<file path="config.mk">
export PLATFORM = sky130hd
export DESIGN_NAME = peer_presence_aging_table_flat
export DESIGN_NICKNAME = d
export VERILOG_FILES = /design/src/rtl/ppat_pkg.sv /design/src/rtl/ppat_req_if.sv /design/src/rtl/ppat_res_if.sv /design/src/rtl/ppat_ram.sv /design/src/rtl/ppat_entry_upd.sv /design/src/rtl/peer_presence_aging_table.sv /design/src/flat_wrapper.sv
export VERILOG_INCLUDE_DIRS = /design/src /design/src/rtl
export SDC_FILE = /design/constraint.sdc
export NUM_CORES = 1
export LEC_CHECK = 0
export ABC_CLOCK_PERIOD_IN_PS = 12400
export BUFFER_PORTS_ARGS = -buffer_cell sky130_fd_sc_hd__buf_2
export CAP_MARGIN = 20
export CORE_ASPECT_RATIO = 0.5
export CORE_MARGIN = 5
export CORE_UTILIZATION = 59
export DETAILED_ROUTE_END_ITERATION = 7
export HOLD_SLACK_MARGIN = 0.05
export PLACE_DENSITY = 0.8
export SLEW_MARGIN = 20
export SYNTH_ARGS = -nofsm -noshare
export SYNTH_HDL_FRONTEND = slang
export SYNTH_SLANG_ARGS = --single-unit
</file>
<file path="constraint.sdc">
create_clock -name clk -period 12.4 [get_ports clk]
set_input_delay 0.62 -clock clk [delete_from_list [all_inputs] [get_ports clk]]
set_output_delay 0.62 -clock clk [all_outputs]
set_load 0.05 [all_outputs]
</file>
<file path="src/rtl/assert_macros.svh">
// assertion macros used by the top level rtl file of the aging table
// expects clk and rst_n in the scope of each use
`ifndef ASSERT_MACROS_SVH
`define ASSERT_MACROS_SVH

// condition holds at every clock edge out of reset
`define ASSERT_ALWAYS(label, cond, msg) \
    label: assert property (@(posedge clk) disable iff (!rst_n) (cond)) else $error(msg);

// consequent holds in the cycle after the antecedent
`define ASSERT_NEXT(label, ante, cons, msg) \
    label: assert property (@(posedge clk) disable iff (!rst_n) (ante) |=> (cons)) \
        else $error(msg);

`endif

</file>
<file path="src/rtl/ppat_pkg.sv">
// shared types and constants of the peer presence aging table
// no dependencies
package ppat_pkg;

    localparam int TABLE_DEPTH_DEF = 16;
    localparam int KEY_WIDTH_DEF   = 32;

    localparam int KEY_BITS      = 32;
    localparam int TIMER_BITS    = 8;
    localparam int STATUS_BITS   = 3;
    localparam int COUNT_BITS    = 5;
    localparam int CFG_IDX_BITS  = 1;
    localparam int CFG_DATA_BITS = 32;

    localparam logic [TIMER_BITS-1:0] LIFETIME_RESET = 8'd10;

    typedef enum logic [STATUS_BITS-1:0] {
        ST_REFRESHED = 3'd0,
        ST_ADDED     = 3'd1,
        ST_FULL      = 3'd2,
        ST_OWN       = 3'd3,
        ST_TICK      = 3'd4
    } status_t;

    typedef enum logic [CFG_IDX_BITS-1:0] {
        REG_LIFETIME = 1'b0,
        REG_OWN_KEY  = 1'b1
    } cfg_reg_t;

    typedef enum logic [1:0] {
        FSM_IDLE,
        FSM_SCAN,
        FSM_INSERT,
        FSM_DONE
    } fsm_t;

    // outcome of aging one entry
    typedef struct packed {
        logic match;
        logic expire;
        logic free;
        logic wr;
    } entry_upd_t;

endpackage

</file>
<file path="src/rtl/ppat_req_if.sv">
// request channel of the aging table: op and announced key
// depends on ppat_pkg
interface ppat_req_if;
    logic                          valid;
    logic                          ready;
    logic [0:0]                    op;
    logic [ppat_pkg::KEY_BITS-1:0] peer_key;

    modport source (output valid, output op, output peer_key, input ready);
    modport sink   (input valid, input op, input peer_key, output ready);
endinterface

</file>
<file path="src/rtl/ppat_res_if.sv">
// result channel of the aging table: status and counts
// depends on ppat_pkg
interface ppat_res_if;
    logic                             valid;
    logic                             ready;
    logic [ppat_pkg::STATUS_BITS-1:0] status;
    logic [ppat_pkg::COUNT_BITS-1:0]  expired_count;
    logic [ppat_pkg::COUNT_BITS-1:0]  live_count;

    modport source (output valid, output status, output expired_count,
                    output live_count, input ready);
    modport sink   (input valid, input status, input expired_count,
                    input live_count, output ready);
endinterface

</file>
<file path="src/rtl/ppat_ram.sv">
// generic single port write, single port read ram with registered read
// no dependencies
module ppat_ram #(
    parameter int WIDTH = 40,
    parameter int DEPTH = 16,
    localparam int AW = (DEPTH > 1) ? $clog2(DEPTH) : 1
) (
    input  logic             clk,
    input  logic             we,
    input  logic [AW-1:0]    waddr,
    input  logic [WIDTH-1:0] wdata,
    input  logic             re,
    input  logic [AW-1:0]    raddr,
    output logic [WIDTH-1:0] rdata
);

    logic [WIDTH-1:0] mem [DEPTH];
    logic [WIDTH-1:0] rdata_reg;

    always_ff @(posedge clk)
    begin
        if (we)
        begin
            mem[waddr] <= wdata;
        end
        if (re)
        begin
            rdata_reg <= mem[raddr];
        end
    end

    assign rdata = rdata_reg;

endmodule

</file>
<file path="src/rtl/ppat_entry_upd.sv">
// refresh and aging of one table entry read back from the ram
// depends on ppat_pkg
module ppat_entry_upd #(
    parameter int KEY_W = 32
) (
    input  logic                            entry_valid,
    input  logic [KEY_W-1:0]                entry_key,
    input  logic [ppat_pkg::TIMER_BITS-1:0] entry_timer,
    input  logic [KEY_W-1:0]                req_key,
    input  logic                            tick,
    input  logic [ppat_pkg::TIMER_BITS-1:0] lifetime,
    output ppat_pkg::entry_upd_t            upd,
    output logic [ppat_pkg::TIMER_BITS-1:0] new_timer
);

    logic [ppat_pkg::TIMER_BITS-1:0] timer_eff;

    always_comb
    begin
        upd.match  = entry_valid && !tick && (entry_key == req_key);
        // refresh comes before aging
        timer_eff  = upd.match ? lifetime : entry_timer;
        upd.expire = entry_valid && (timer_eff == '0);
        upd.free   = !entry_valid || upd.expire;
        upd.wr     = entry_valid && (timer_eff != '0);
        new_timer  = timer_eff - 1'b1;
    end

endmodule

</file>
<file path="src/rtl/peer_presence_aging_table.sv">
// top level of the peer presence aging table
// depends on ppat_pkg, ppat_req_if, ppat_res_if, ppat_ram, ppat_entry_upd, assert_macros.svh
//
//   channel | dir | carries
//   --------+-----+----------------------------------------------
//   req     | in  | op (announce or tick), peer_key
//   res     | out | status, expired_count, live_count
//   cfg     | in  | cfg_we, cfg_index, cfg_data (lifetime, own_key)
//
// a scanned request (announcement or tick) passes through these steps, one request at a time: accept,
// one ram read per entry, last read data, scan drained, insert, result load; an own-key
// request skips the scan and goes from accept straight to the result load
// reset clears the valid flags and the live count at once, no clearing pass
// a new request is taken while the previous result still waits in res
// a stalled res holds the finished result and the block waits before loading the next
`include "assert_macros.svh"

module peer_presence_aging_table #(
    parameter int TABLE_DEPTH = ppat_pkg::TABLE_DEPTH_DEF,
    parameter int KEY_WIDTH   = ppat_pkg::KEY_WIDTH_DEF
) (
    input  logic                               clk,
    input  logic                               rst_n,
    ppat_req_if.sink                           req,
    ppat_res_if.source                         res,
    input  logic                               cfg_we,
    input  logic [ppat_pkg::CFG_IDX_BITS-1:0]  cfg_index,
    input  logic [ppat_pkg::CFG_DATA_BITS-1:0] cfg_data
);

    // stored key width: keys compare on their low KEY_WIDTH bits of the 32 bit port, capped at 32
    localparam int SK     = (KEY_WIDTH < ppat_pkg::KEY_BITS) ? KEY_WIDTH : ppat_pkg::KEY_BITS;
    localparam int TW     = ppat_pkg::TIMER_BITS;
    localparam int WORD_W = SK + TW;
    localparam int IDX_W  = (TABLE_DEPTH > 1) ? $clog2(TABLE_DEPTH) : 1;
    localparam int CNT_W  = $clog2(TABLE_DEPTH + 1);
    localparam logic [CNT_W-1:0] DEPTH_CNT = CNT_W'(TABLE_DEPTH);

    // control state
    ppat_pkg::fsm_t   state_reg, state_next;
    logic [CNT_W-1:0] rd_cnt_reg, rd_cnt_next;
    logic             pend_reg, pend_next;
    logic [IDX_W-1:0] pend_idx_reg, pend_idx_next;
    logic             found_reg, found_next;
    logic             free_found_reg, free_found_next;
    logic [IDX_W-1:0] free_idx_reg, free_idx_next;
    logic [CNT_W-1:0] expired_reg, expired_next;
    logic [CNT_W-1:0] live_count_reg, live_count_next;
    logic [TABLE_DEPTH-1:0] valid_reg, valid_next;
    logic             res_valid_reg, res_valid_next;

    // configuration
    logic [TW-1:0]                        lifetime_reg;
    logic [ppat_pkg::CFG_DATA_BITS-1:0]   own_key_reg;

    // request and result payload
    logic                                 tick_reg, tick_next;
    logic [SK-1:0]                        key_reg, key_next;
    ppat_pkg::status_t                    status_reg, status_next;
    logic [ppat_pkg::STATUS_BITS-1:0]     res_status_reg, res_status_next;
    logic [ppat_pkg::COUNT_BITS-1:0]      res_expired_reg, res_expired_next;
    logic [ppat_pkg::COUNT_BITS-1:0]      res_live_reg, res_live_next;

    // ram ports
    logic              mem_we;
    logic [IDX_W-1:0]  mem_waddr;
    logic [WORD_W-1:0] mem_wdata;
    logic              mem_re;
    logic [WORD_W-1:0] mem_rdata;

    // entry update
    ppat_pkg::entry_upd_t upd;
    logic [TW-1:0]        upd_timer;
    logic [CNT_W-1:0]     live_tmp;
    logic                 own_hit;

    // key and timer of every slot, valid flags stay in flops
    ppat_ram #(
        .WIDTH (WORD_W),
        .DEPTH (TABLE_DEPTH)
    ) u_ram (
        .clk   (clk),
        .we    (mem_we),
        .waddr (mem_waddr),
        .wdata (mem_wdata),
        .re    (mem_re),
        .raddr (rd_cnt_reg[IDX_W-1:0]),
        .rdata (mem_rdata)
    );

    // ages the entry whose read data arrives this cycle
    ppat_entry_upd #(
        .KEY_W (SK)
    ) u_upd (
        .entry_valid (valid_reg[pend_idx_reg]),
        .entry_key   (mem_rdata[WORD_W-1:TW]),
        .entry_timer (mem_rdata[TW-1:0]),
        .req_key     (key_reg),
        .tick        (tick_reg),
        .lifetime    (lifetime_reg),
        .upd         (upd),
        .new_timer   (upd_timer)
    );

    assign own_hit   = !req.op[0] && (req.peer_key[SK-1:0] == own_key_reg[SK-1:0]);
    assign req.ready = (state_reg == ppat_pkg::FSM_IDLE);
    assign mem_re    = (state_reg == ppat_pkg::FSM_SCAN) && (rd_cnt_reg != DEPTH_CNT);

    assign res.valid         = res_valid_reg;
    assign res.status        = res_status_reg;
    assign res.expired_count = res_expired_reg;
    assign res.live_count    = res_live_reg;

    always_comb
    begin
        state_next       = state_reg;
        rd_cnt_next      = rd_cnt_reg;
        pend_next        = pend_reg;
        pend_idx_next    = pend_idx_reg;
        found_next       = found_reg;
        free_found_next  = free_found_reg;
        free_idx_next    = free_idx_reg;
        expired_next     = expired_reg;
        live_count_next  = live_count_reg;
        valid_next       = valid_reg;
        tick_next        = tick_reg;
        key_next         = key_reg;
        status_next      = status_reg;
        res_status_next  = res_status_reg;
        res_expired_next = res_expired_reg;
        res_live_next    = res_live_reg;
        res_valid_next   = res_valid_reg;
        live_tmp         = live_count_reg - expired_reg;
        mem_we           = 1'b0;
        mem_waddr        = pend_idx_reg;
        // write back keeps the key, stores the aged timer
        mem_wdata        = {mem_rdata[WORD_W-1:TW], upd_timer};

        // result taken downstream
        if (res.ready)
        begin
            res_valid_next = 1'b0;
        end

        case (state_reg)
            ppat_pkg::FSM_IDLE:
            begin
                if (req.valid)
                begin
                    tick_next       = req.op[0];
                    key_next        = req.peer_key[SK-1:0];
                    expired_next    = '0;
                    found_next      = 1'b0;
                    free_found_next = 1'b0;
                    rd_cnt_next     = '0;
                    pend_next       = 1'b0;
                    if (own_hit)
                    begin
                        // ignored entirely, no aging
                        status_next = ppat_pkg::ST_OWN;
                        state_next  = ppat_pkg::FSM_DONE;
                    end
                    else
                    begin
                        state_next = ppat_pkg::FSM_SCAN;
                    end
                end
            end

            ppat_pkg::FSM_SCAN:
            begin
                // issue side: one read per entry in slot order
                pend_next     = (rd_cnt_reg != DEPTH_CNT);
                pend_idx_next = rd_cnt_reg[IDX_W-1:0];
                if (rd_cnt_reg != DEPTH_CNT)
                begin
                    rd_cnt_next = rd_cnt_reg + 1'b1;
                end
                // modify and write back the entry read last cycle
                if (pend_reg)
                begin
                    found_next = found_reg || upd.match;
                    if (upd.expire)
                    begin
                        valid_next[pend_idx_reg] = 1'b0;
                        expired_next             = expired_reg + 1'b1;
                    end
                    if (upd.wr)
                    begin
                        mem_we = 1'b1;
                    end
                    // lowest slot free after this step's removals
                    if (upd.free && !free_found_reg)
                    begin
                        free_found_next = 1'b1;
                        free_idx_next   = pend_idx_reg;
                    end
                end
                if (!pend_reg && (rd_cnt_reg == DEPTH_CNT))
                begin
                    state_next = ppat_pkg::FSM_INSERT;
                end
            end

            ppat_pkg::FSM_INSERT:
            begin
                if (tick_reg)
                begin
                    status_next = ppat_pkg::ST_TICK;
                end
                else if (found_reg)
                begin
                    status_next = ppat_pkg::ST_REFRESHED;
                end
                else if (free_found_reg)
                begin
                    // new key keeps the full lifetime this step
                    mem_we                   = 1'b1;
                    mem_waddr                = free_idx_reg;
                    mem_wdata                = {key_reg, lifetime_reg};
                    valid_next[free_idx_reg] = 1'b1;
                    live_tmp                 = live_count_reg - expired_reg + 1'b1;
                    status_next              = ppat_pkg::ST_ADDED;
                end
                else
                begin
                    status_next = ppat_pkg::ST_FULL;
                end
                live_count_next = live_tmp;
                state_next      = ppat_pkg::FSM_DONE;
            end

            ppat_pkg::FSM_DONE:
            begin
                // load the result register once it is free
                if (!res_valid_reg || res.ready)
                begin
                    res_valid_next   = 1'b1;
                    res_status_next  = status_reg;
                    res_expired_next = ppat_pkg::COUNT_BITS'(expired_reg);
                    res_live_next    = ppat_pkg::COUNT_BITS'(live_count_reg);
                    state_next       = ppat_pkg::FSM_IDLE;
                end
            end

            default:
            begin
                state_next = ppat_pkg::FSM_IDLE;
            end
        endcase
    end

    always_ff @(posedge clk or negedge rst_n)
    begin
        if (!rst_n)
        begin
            state_reg      <= ppat_pkg::FSM_IDLE;
            rd_cnt_reg     <= '0;
            pend_reg       <= 1'b0;
            pend_idx_reg   <= '0;
            found_reg      <= 1'b0;
            free_found_reg <= 1'b0;
            free_idx_reg   <= '0;
            expired_reg    <= '0;
            live_count_reg <= '0;
            valid_reg      <= '0;
            res_valid_reg  <= 1'b0;
        end
        else
        begin
            state_reg      <= state_next;
            rd_cnt_reg     <= rd_cnt_next;
            pend_reg       <= pend_next;
            pend_idx_reg   <= pend_idx_next;
            found_reg      <= found_next;
            free_found_reg <= free_found_next;
            free_idx_reg   <= free_idx_next;
            expired_reg    <= expired_next;
            live_count_reg <= live_count_next;
            valid_reg      <= valid_next;
            res_valid_reg  <= res_valid_next;
        end
    end

    // configuration registers, the user must write them only while idle; the block does not enforce it
    always_ff @(posedge clk or negedge rst_n)
    begin
        if (!rst_n)
        begin
            lifetime_reg <= ppat_pkg::LIFETIME_RESET;
            own_key_reg  <= '0;
        end
        else if (cfg_we)
        begin
            case (ppat_pkg::cfg_reg_t'(cfg_index))
                ppat_pkg::REG_LIFETIME: lifetime_reg <= cfg_data[TW-1:0];
                ppat_pkg::REG_OWN_KEY:  own_key_reg  <= cfg_data;
                default:                ;
            endcase
        end
    end

    // payload, no reset needed
    always_ff @(posedge clk)
    begin
        tick_reg        <= tick_next;
        key_reg         <= key_next;
        status_reg      <= status_next;
        res_status_reg  <= res_status_next;
        res_expired_reg <= res_expired_next;
        res_live_reg    <= res_live_next;
    end

    // live count tracks the valid flags between requests
    `ASSERT_ALWAYS(a_live_matches_valid,
        (state_reg != ppat_pkg::FSM_IDLE) || (int'(live_count_reg) == $countones(valid_reg)),
        "live count differs from valid flags")

    // live count never exceeds the table
    `ASSERT_ALWAYS(a_live_bounded, live_count_reg <= DEPTH_CNT, "live count above depth")

    // insert starts only after every entry was read and written back
    `ASSERT_ALWAYS(a_scan_complete,
        (state_reg != ppat_pkg::FSM_INSERT) || (!pend_reg && (rd_cnt_reg == DEPTH_CNT)),
        "insert before scan finished")

    // own key request goes straight to the result
    `ASSERT_NEXT(a_own_skips_scan, req.valid && req.ready && own_hit,
        state_reg == ppat_pkg::FSM_DONE, "own key request entered the scan")

endmodule

</file>
<file path="src/flat_wrapper.sv">
// flat-port wrapper written by rule: the top's interface ports become plain ports
module peer_presence_aging_table_flat 
#(
    parameter int TABLE_DEPTH = ppat_pkg::TABLE_DEPTH_DEF,
    parameter int KEY_WIDTH   = ppat_pkg::KEY_WIDTH_DEF
)
  (clk, rst_n, cfg_we, cfg_index, cfg_data, req_valid, req_op, req_peer_key, req_ready, res_valid, res_status, res_expired_count, res_live_count, res_ready);
  ppat_req_if req_i ();
  ppat_res_if res_i ();
  input  logic clk;
  input  logic rst_n;
  input  logic cfg_we;
  input  logic [ppat_pkg::CFG_IDX_BITS-1:0] cfg_index;
  input  logic [ppat_pkg::CFG_DATA_BITS-1:0] cfg_data;
  input wire logic [$bits(req_i.valid)-1:0] req_valid;
  input wire logic [$bits(req_i.op)-1:0] req_op;
  input wire logic [$bits(req_i.peer_key)-1:0] req_peer_key;
  output wire logic [$bits(req_i.ready)-1:0] req_ready;
  output wire logic [$bits(res_i.valid)-1:0] res_valid;
  output wire logic [$bits(res_i.status)-1:0] res_status;
  output wire logic [$bits(res_i.expired_count)-1:0] res_expired_count;
  output wire logic [$bits(res_i.live_count)-1:0] res_live_count;
  input wire logic [$bits(res_i.ready)-1:0] res_ready;
  assign req_i.valid = req_valid;
  assign req_i.op = req_op;
  assign req_i.peer_key = req_peer_key;
  assign req_ready = req_i.ready;
  assign res_valid = res_i.valid;
  assign res_status = res_i.status;
  assign res_expired_count = res_i.expired_count;
  assign res_live_count = res_i.live_count;
  assign res_i.ready = res_ready;
  peer_presence_aging_table #(.TABLE_DEPTH(TABLE_DEPTH), .KEY_WIDTH(KEY_WIDTH)) u_core (.clk(clk), .rst_n(rst_n), .req(req_i), .res(res_i), .cfg_we(cfg_we), .cfg_index(cfg_index), .cfg_data(cfg_data));
endmodule
</file>
* After elaboration in Yosys (flattened, before gate mapping) *
Memory sizes are Yosys's and may differ from the RTL's. A register that Yosys moved wholly into a read port is not among the register bits.
Cells that the tools add are included.

cells by class
  reduce and logical (&&, ||, !) cells = 38
  mux-type cells = 59
  magnitude comparators = 4
  eq/ne operators = 18
  bitwise gates (word level) = 4
  add/sub/neg operators = 5

operators with widths
  cell                                                                count
  2-to-1 mux 40 bit                                                   4
  2-to-1 mux 16 bit                                                   5
  == test 32 bit                                                      2
  2-to-1 mux 5 bit                                                    7
  one-hot mux 16 bit (2 select lines)                                 1
  one-hot mux 5 bit (2 select lines)                                  2
  2-to-1 mux 1 bit                                                    17
  bitwise AND 16 bit                                                  1
  2-to-1 mux 4 bit                                                    4
  NOT 16 bit                                                          1
  OR 16 bit                                                           1
  adder 5 x 1 -> 5 bit (second input constant)                        3
  AND reduction 3 bit                                                 5
  inequality test 2 bit (second input constant)                       7
  2-to-1 mux 3 bit                                                    4
  logical AND 1 bit                                                   10
  < comparator 4 x 5 -> 1 bit (second input constant)                 2
  2-to-1 mux 2 bit                                                    5
  AND reduction 2 bit                                                 5
  demux 1 bit (select 4 bit)                                          2
  greater-or-equal comparator 4 x 1 -> 1 bit (second input constant)  2
  zero test 8 bit                                                     1
  2-to-1 mux 8 bit                                                    1
  inequality test 2 x 1 -> 1 bit (second input constant)              4
  other kinds (18)                                                    32

storage, ports and cells
  memories = 1
  word-level logic and storage cells = 148
  bits in writable memories = 640
  register bits = 134
  output and inout bits = 15

memories
  memory            depth  bits a word  read ports  clocked after memory_dff  wr ports  RTL line        text
  u_core.u_ram.mem  16     40           1           1                         1         ppat_ram.sv:17  logic [WIDTH-1:0] mem [DEPTH];

* Logic depth before layout (Yosys ltp) *
  depth in word-level cells = 12
  depth in mapped cells = 15

* Hierarchy *
From an unflattened synthesis, not the netlist that was laid out.

unflattened totals
  cell total of the unflattened synthesis = 1622
  area, all modules = 32640.1 um^2

by module, submodules not included
  module                     instances  area an instance (um^2)  cells each
  ppat_ram                   1          25532.0                  1040
  peer_presence_aging_table  1          6364.9                   484
  ppat_entry_upd             1          743.2                    98

* Worst setup path before layout *
OpenSTA, ideal clock, no wires.

  kind = register to register
  start = register u_core.u_ram.rdata_reg[30], in the netlist u_core.u_ram.rdata[30] (read register of u_core.u_ram.mem)
  end = memory u_core.u_ram.mem[0][0] (enable)
  path slack = 6.166 ns
  buffers on the path = 1
  arrival time = 5.747 ns
  stages on the path, launching flop included = 13
  data required time = 11.913 ns
  period minus slack after synthesis = 6.234 ns
  cell sequence = edfxtp_1 -> xnor2_1 -> nand4_1 -> or3_1 -> nor3_4 -> nand2_1 -> buf_2 -> mux2i_1 -> ha_1 -> and4_1 -> mux2i_1 -> a31oi_1 -> nor3_1

on the way
  word-level cells in the longest chain between the ends = 10

RTL lines
  item                                    RTL line                          text
  start: declaration                      ppat_ram.sv:18                    logic [WIDTH-1:0] rdata_reg;
  == test 32 bit                          ppat_entry_upd.sv:20              upd.match = entry_valid && !tick && (entry_key == req_key);
  logical AND 1 bit                       ppat_entry_upd.sv:20
  2-to-1 mux 8 bit                        ppat_entry_upd.sv:22              timer_eff = upd.match ? lifetime : entry_timer;
  nonzero test 8 bit                      ppat_entry_upd.sv:25              upd.wr = entry_valid && (timer_eff != '0);
  logical AND 1 bit                       ppat_entry_upd.sv:25
  2-to-1 mux 1 bit                        peer_presence_aging_table.sv:188  if (upd.wr)
  2-to-1 mux 1 bit                        peer_presence_aging_table.sv:180  if (pend_reg)
  one-hot mux 1 bit (2 select lines)      peer_presence_aging_table.sv:145  case (state_reg)
  2-to-1 mux 1 bit                        ppat_ram.sv:22                    if (we)
  2-to-1 mux 1 bit (implied by the code)  ppat_ram.sv:24                    mem[waddr] <= wdata;
  end: declaration                        ppat_ram.sv:17

No other way between the ends.

* Worst setup path after layout *
  start = register u_core.u_ram.rdata_reg[23], in the netlist u_core.u_ram.rdata[23] (read register of u_core.u_ram.mem)
  end = memory u_core.u_ram.mem[3][13] (enable)

The elaborated chain is that of the path after synthesis.

==> impl_metrics.json <==
{
  "drc": 0,
  "vias_per_cell": 6.636,
  "ir_drop_uv": 113.1,
  "die-area_sq_um": 60100,
  "dp_hpwl_um": 42160,
  "post_cts_buffers": 0,
  "cap_violations": 0,
  "place_area_sq_um": 33860,
  "critPathLaunchType": "flop",
  "grtUsageTotal_pct": 25.80,
  "drt_iter0_markers": 2200,
  "synthCells": 1647,
  "core-area_sq_um": 54130,
  "arrival_ps": 6130,
  "largest_reg_flops": 640,
  "layout-drive-gt1-share_pct": 27.79,
  "rsz0062_at_grt": "no",
  "vias": 16960,
  "row_count": 60,
  "cts_root_buf": "clkbuf_16",
  "fillers": 3284,
  "power.total_w": 0.007582,
  "final_common_cell": "edfxtp_1",
  "start_util_pct": 59.98,
  "final-hold-violation-count": 0,
  "dp_cells": 2429,
  "wire_per_inst_um": 29.81,
  "p_leak_nw": 11.80,
  "syn_to_final_growth_pct": 11.27,
  "ys_async_sr_fraction_pct": 10.44,
  "stdcell_area_sq_um": 36120,
  "finalSetupTns_ps": 0,
  "syn-cell-area_sq_um": 32460,
  "yosys_warnings": 0,
  "grt_max_degree": 69,
  "antenna_left": 0,
  "path_max_fanout": 32,
  "clkLatencyLatePin_ps": 620,
  "clock_path_buffers": 3,
  "gr-total-overflow": 0,
  "grt_pass1_vias": 17080,
  "worst-setup-path-type": "flop to flop",
  "crit_required_ps": 12650,
  "clock.fmax_ghz": 0.1701,
  "post_cts_resized": 0,
  "htreeDepth": 3,
  "drt-total-wl_um": 76160,
  "end_kind": "flop",
  "synth_seq_area_share_pct": 73.99,
  "period_needed_ps": 5879,
  "first_pass_iters": 5,
  "final_cell_mix": "729 x edfxtp_1, 204 x mux4_2, 130 x nand2_1",
  "status": "completed",
  "pin_count": 86,
  "syn-mean-instance-area_sq_um": 19.71,
  "grt_antenna_before_repair": 0,
  "worstHoldPathType": "input pin to flop",
  "max_slew_margin_pct": 26.62,
  "ys.flop_type": "edfxtp_1",
  "die_width_um": 341.7,
  "fin_skew_ps": 23.65,
  "finalCritPeriodShare_pct": 47.41,
  "synth-seq-cells": 814,
  "place.gp.congestion": 0.8572,
  "drv_slew": 0,
  "cts_tree": "done",
  "nNetsFinal": 1843,
  "die_h_um": 175.9,
  "powerDensity_nw_per_um2": 209.9,
  "worst_slew_pin_slew_ps": 1098,
  "finalHoldWorstSlack_ps": 216.5,
  "clk_pin_slew_ps": 70,
  "synth_edf_count": 729,
  "cts.sink_count": 814,
  "io_buffers": 85,
  "ys_types": 48,
  "fin_cells": 2555,
  "synth_fp_nets": 1733,
  "cts_buffers": 69,
  "setup_violations": 0,
  "grt_pass1_wl_um": 113500
}
## stage by stage
stage | setup slack [ps] | util (%)
6_report | 6521 | 66.74
5_1_grt | 6260 | 66.73
4_1_cts | 6441 | 66.66
2_1_floorplan | 6166 | -
3_5_place_dp | 6528 | 62.55
3_3_place_gp | 6719 | 62.55
## synthesized netlist by cell type, types with 3 or more instances
| library cell | count | share of area [%] |
|---|---|---|
| edfxtp_1 | 729 | 67 |
| mux4_2 | 204 | 14 |
| nand2_1 | 131 | 1.5 |
| dfrtp_1 | 83 | 6.4 |
| xor2_1 | 59 | 1.6 |
| clkbuf_1 | 50 | 0.58 |
| mux2_2 | 50 | 1.7 |
| nor2_1 | 42 | 0.49 |
| nor3_1 | 28 | 0.43 |
| o21ai_0 | 26 | 0.40 |
| buf_1 | 22 | 0.25 |
| a21oi_1 | 20 | 0.31 |
| inv_1 | 19 | 0.22 |
| nor4_1 | 18 | 0.35 |
| xnor2_1 | 17 | 0.46 |
| ha_1 | 14 | 0.54 |
| mux2i_1 | 14 | 0.43 |
| nand3_1 | 14 | 0.22 |
| a31oi_1 | 13 | 0.25 |
| o31ai_1 | 10 | 0.23 |
| nand4_1 | 8 | 0.15 |
| nand2b_1 | 7 | 0.13 |
| or3_1 | 7 | 0.13 |
| and2_1 | 6 | 0.12 |
| nor2b_1 | 6 | 0.12 |
| buf_2 | 5 | 0.077 |
| a211oi_1 | 4 | 0.093 |
| a21boi_0 | 4 | 0.093 |
| a221oi_1 | 4 | 0.11 |
| and3_1 | 4 | 0.077 |
| o21a_1 | 3 | 0.069 |
| o2bb2ai_1 | 3 | 0.081 |
## metal layers
metal,vias up,wire (um),GRT usage [%]
li1,6863,-,-
met5,-,0,0
met4,0,2721,8.881
met2,1107,36880,40.93
met3,154,7400,5.156
met1,8832,29160,36.77
## worst paths after layout
| kind | cells past startpoint | startpoint | slack [ps] | end |
|---|---|---|---|---|
| setup reg to reg | 12 | u_core.u_ram.rdata[23] | 6520 | u_core.u_ram.mem[3][13] |
| hold / removal | 1 | req_peer_key[29] | 220 | u_core.key_reg[29] |
| max in group asynchronous | 3 | rst_n | 10750 | u_core.lifetime_reg[6] |
| min in group asynchronous | 2 | rst_n | 540 | u_core.live_count_reg[3] |
| setup / recovery | 12 | u_core.u_ram.rdata[23] | 6520 | u_core.u_ram.mem[3][13] |
| hold reg to reg | 0 | u_core.status_reg[1] | 430 | u_core.res.status[1] |
## final cells by class
class                      instances  area [sq um]  area share [%]
sequential                       814         24030           66.53
multi-input combinational        736          8204           22.71
clock buffer                      99          1996           5.525
tap                              744         930.9           2.577
timing repair buffer             116         663.1           1.836
clock inverter                    25         217.7          0.6027
inverter                          20         75.07          0.2078
antenna                            1         2.502        0.006928
## power by group
part	switching, W	total [W]	internal [W]	leakage (nW)
clock network	0.000972	0.00216	0.00119	1.08
registers	0.000198	0.00374	0.00354	7.64
logic	0.00103	0.00168	0.000647	3.07
total	0.00220	0.00758	0.00538	11.8
## critical path: stages, from the launching register on
cell	delay [ps]
edfxtp_1	420
xor2_1	190
nor4_1	470
nand4_1	270
nor3_4	590
nand2_1	480
mux2i_1	280
ha_1	250
and4_1	170
mux2i_1	530
a31oi_2	400
nor3_2	780
buf_4	630
## kinds of logic after synthesis
| group | count (synthesis) | synth area share [%] |
|---|---|---|
| fa+ha+maj | 15 | 0.6013 |
| xor+xnor | 76 | 2.050 |
| compound gates | 95 | 1.862 |
| flops | 814 | 73.99 |
| buf+inv | 97 | 1.141 |
| mux | 268 | 16.32 |
| simple gates | 282 | 4.035 |
## what timing repair did
item	4_1_cts	5_1_grt
hold buffers	1	0
endpoints found under the setup margin	0	0
endpoints found under the hold margin	34	0
Power figures use the tool's default switching activity.
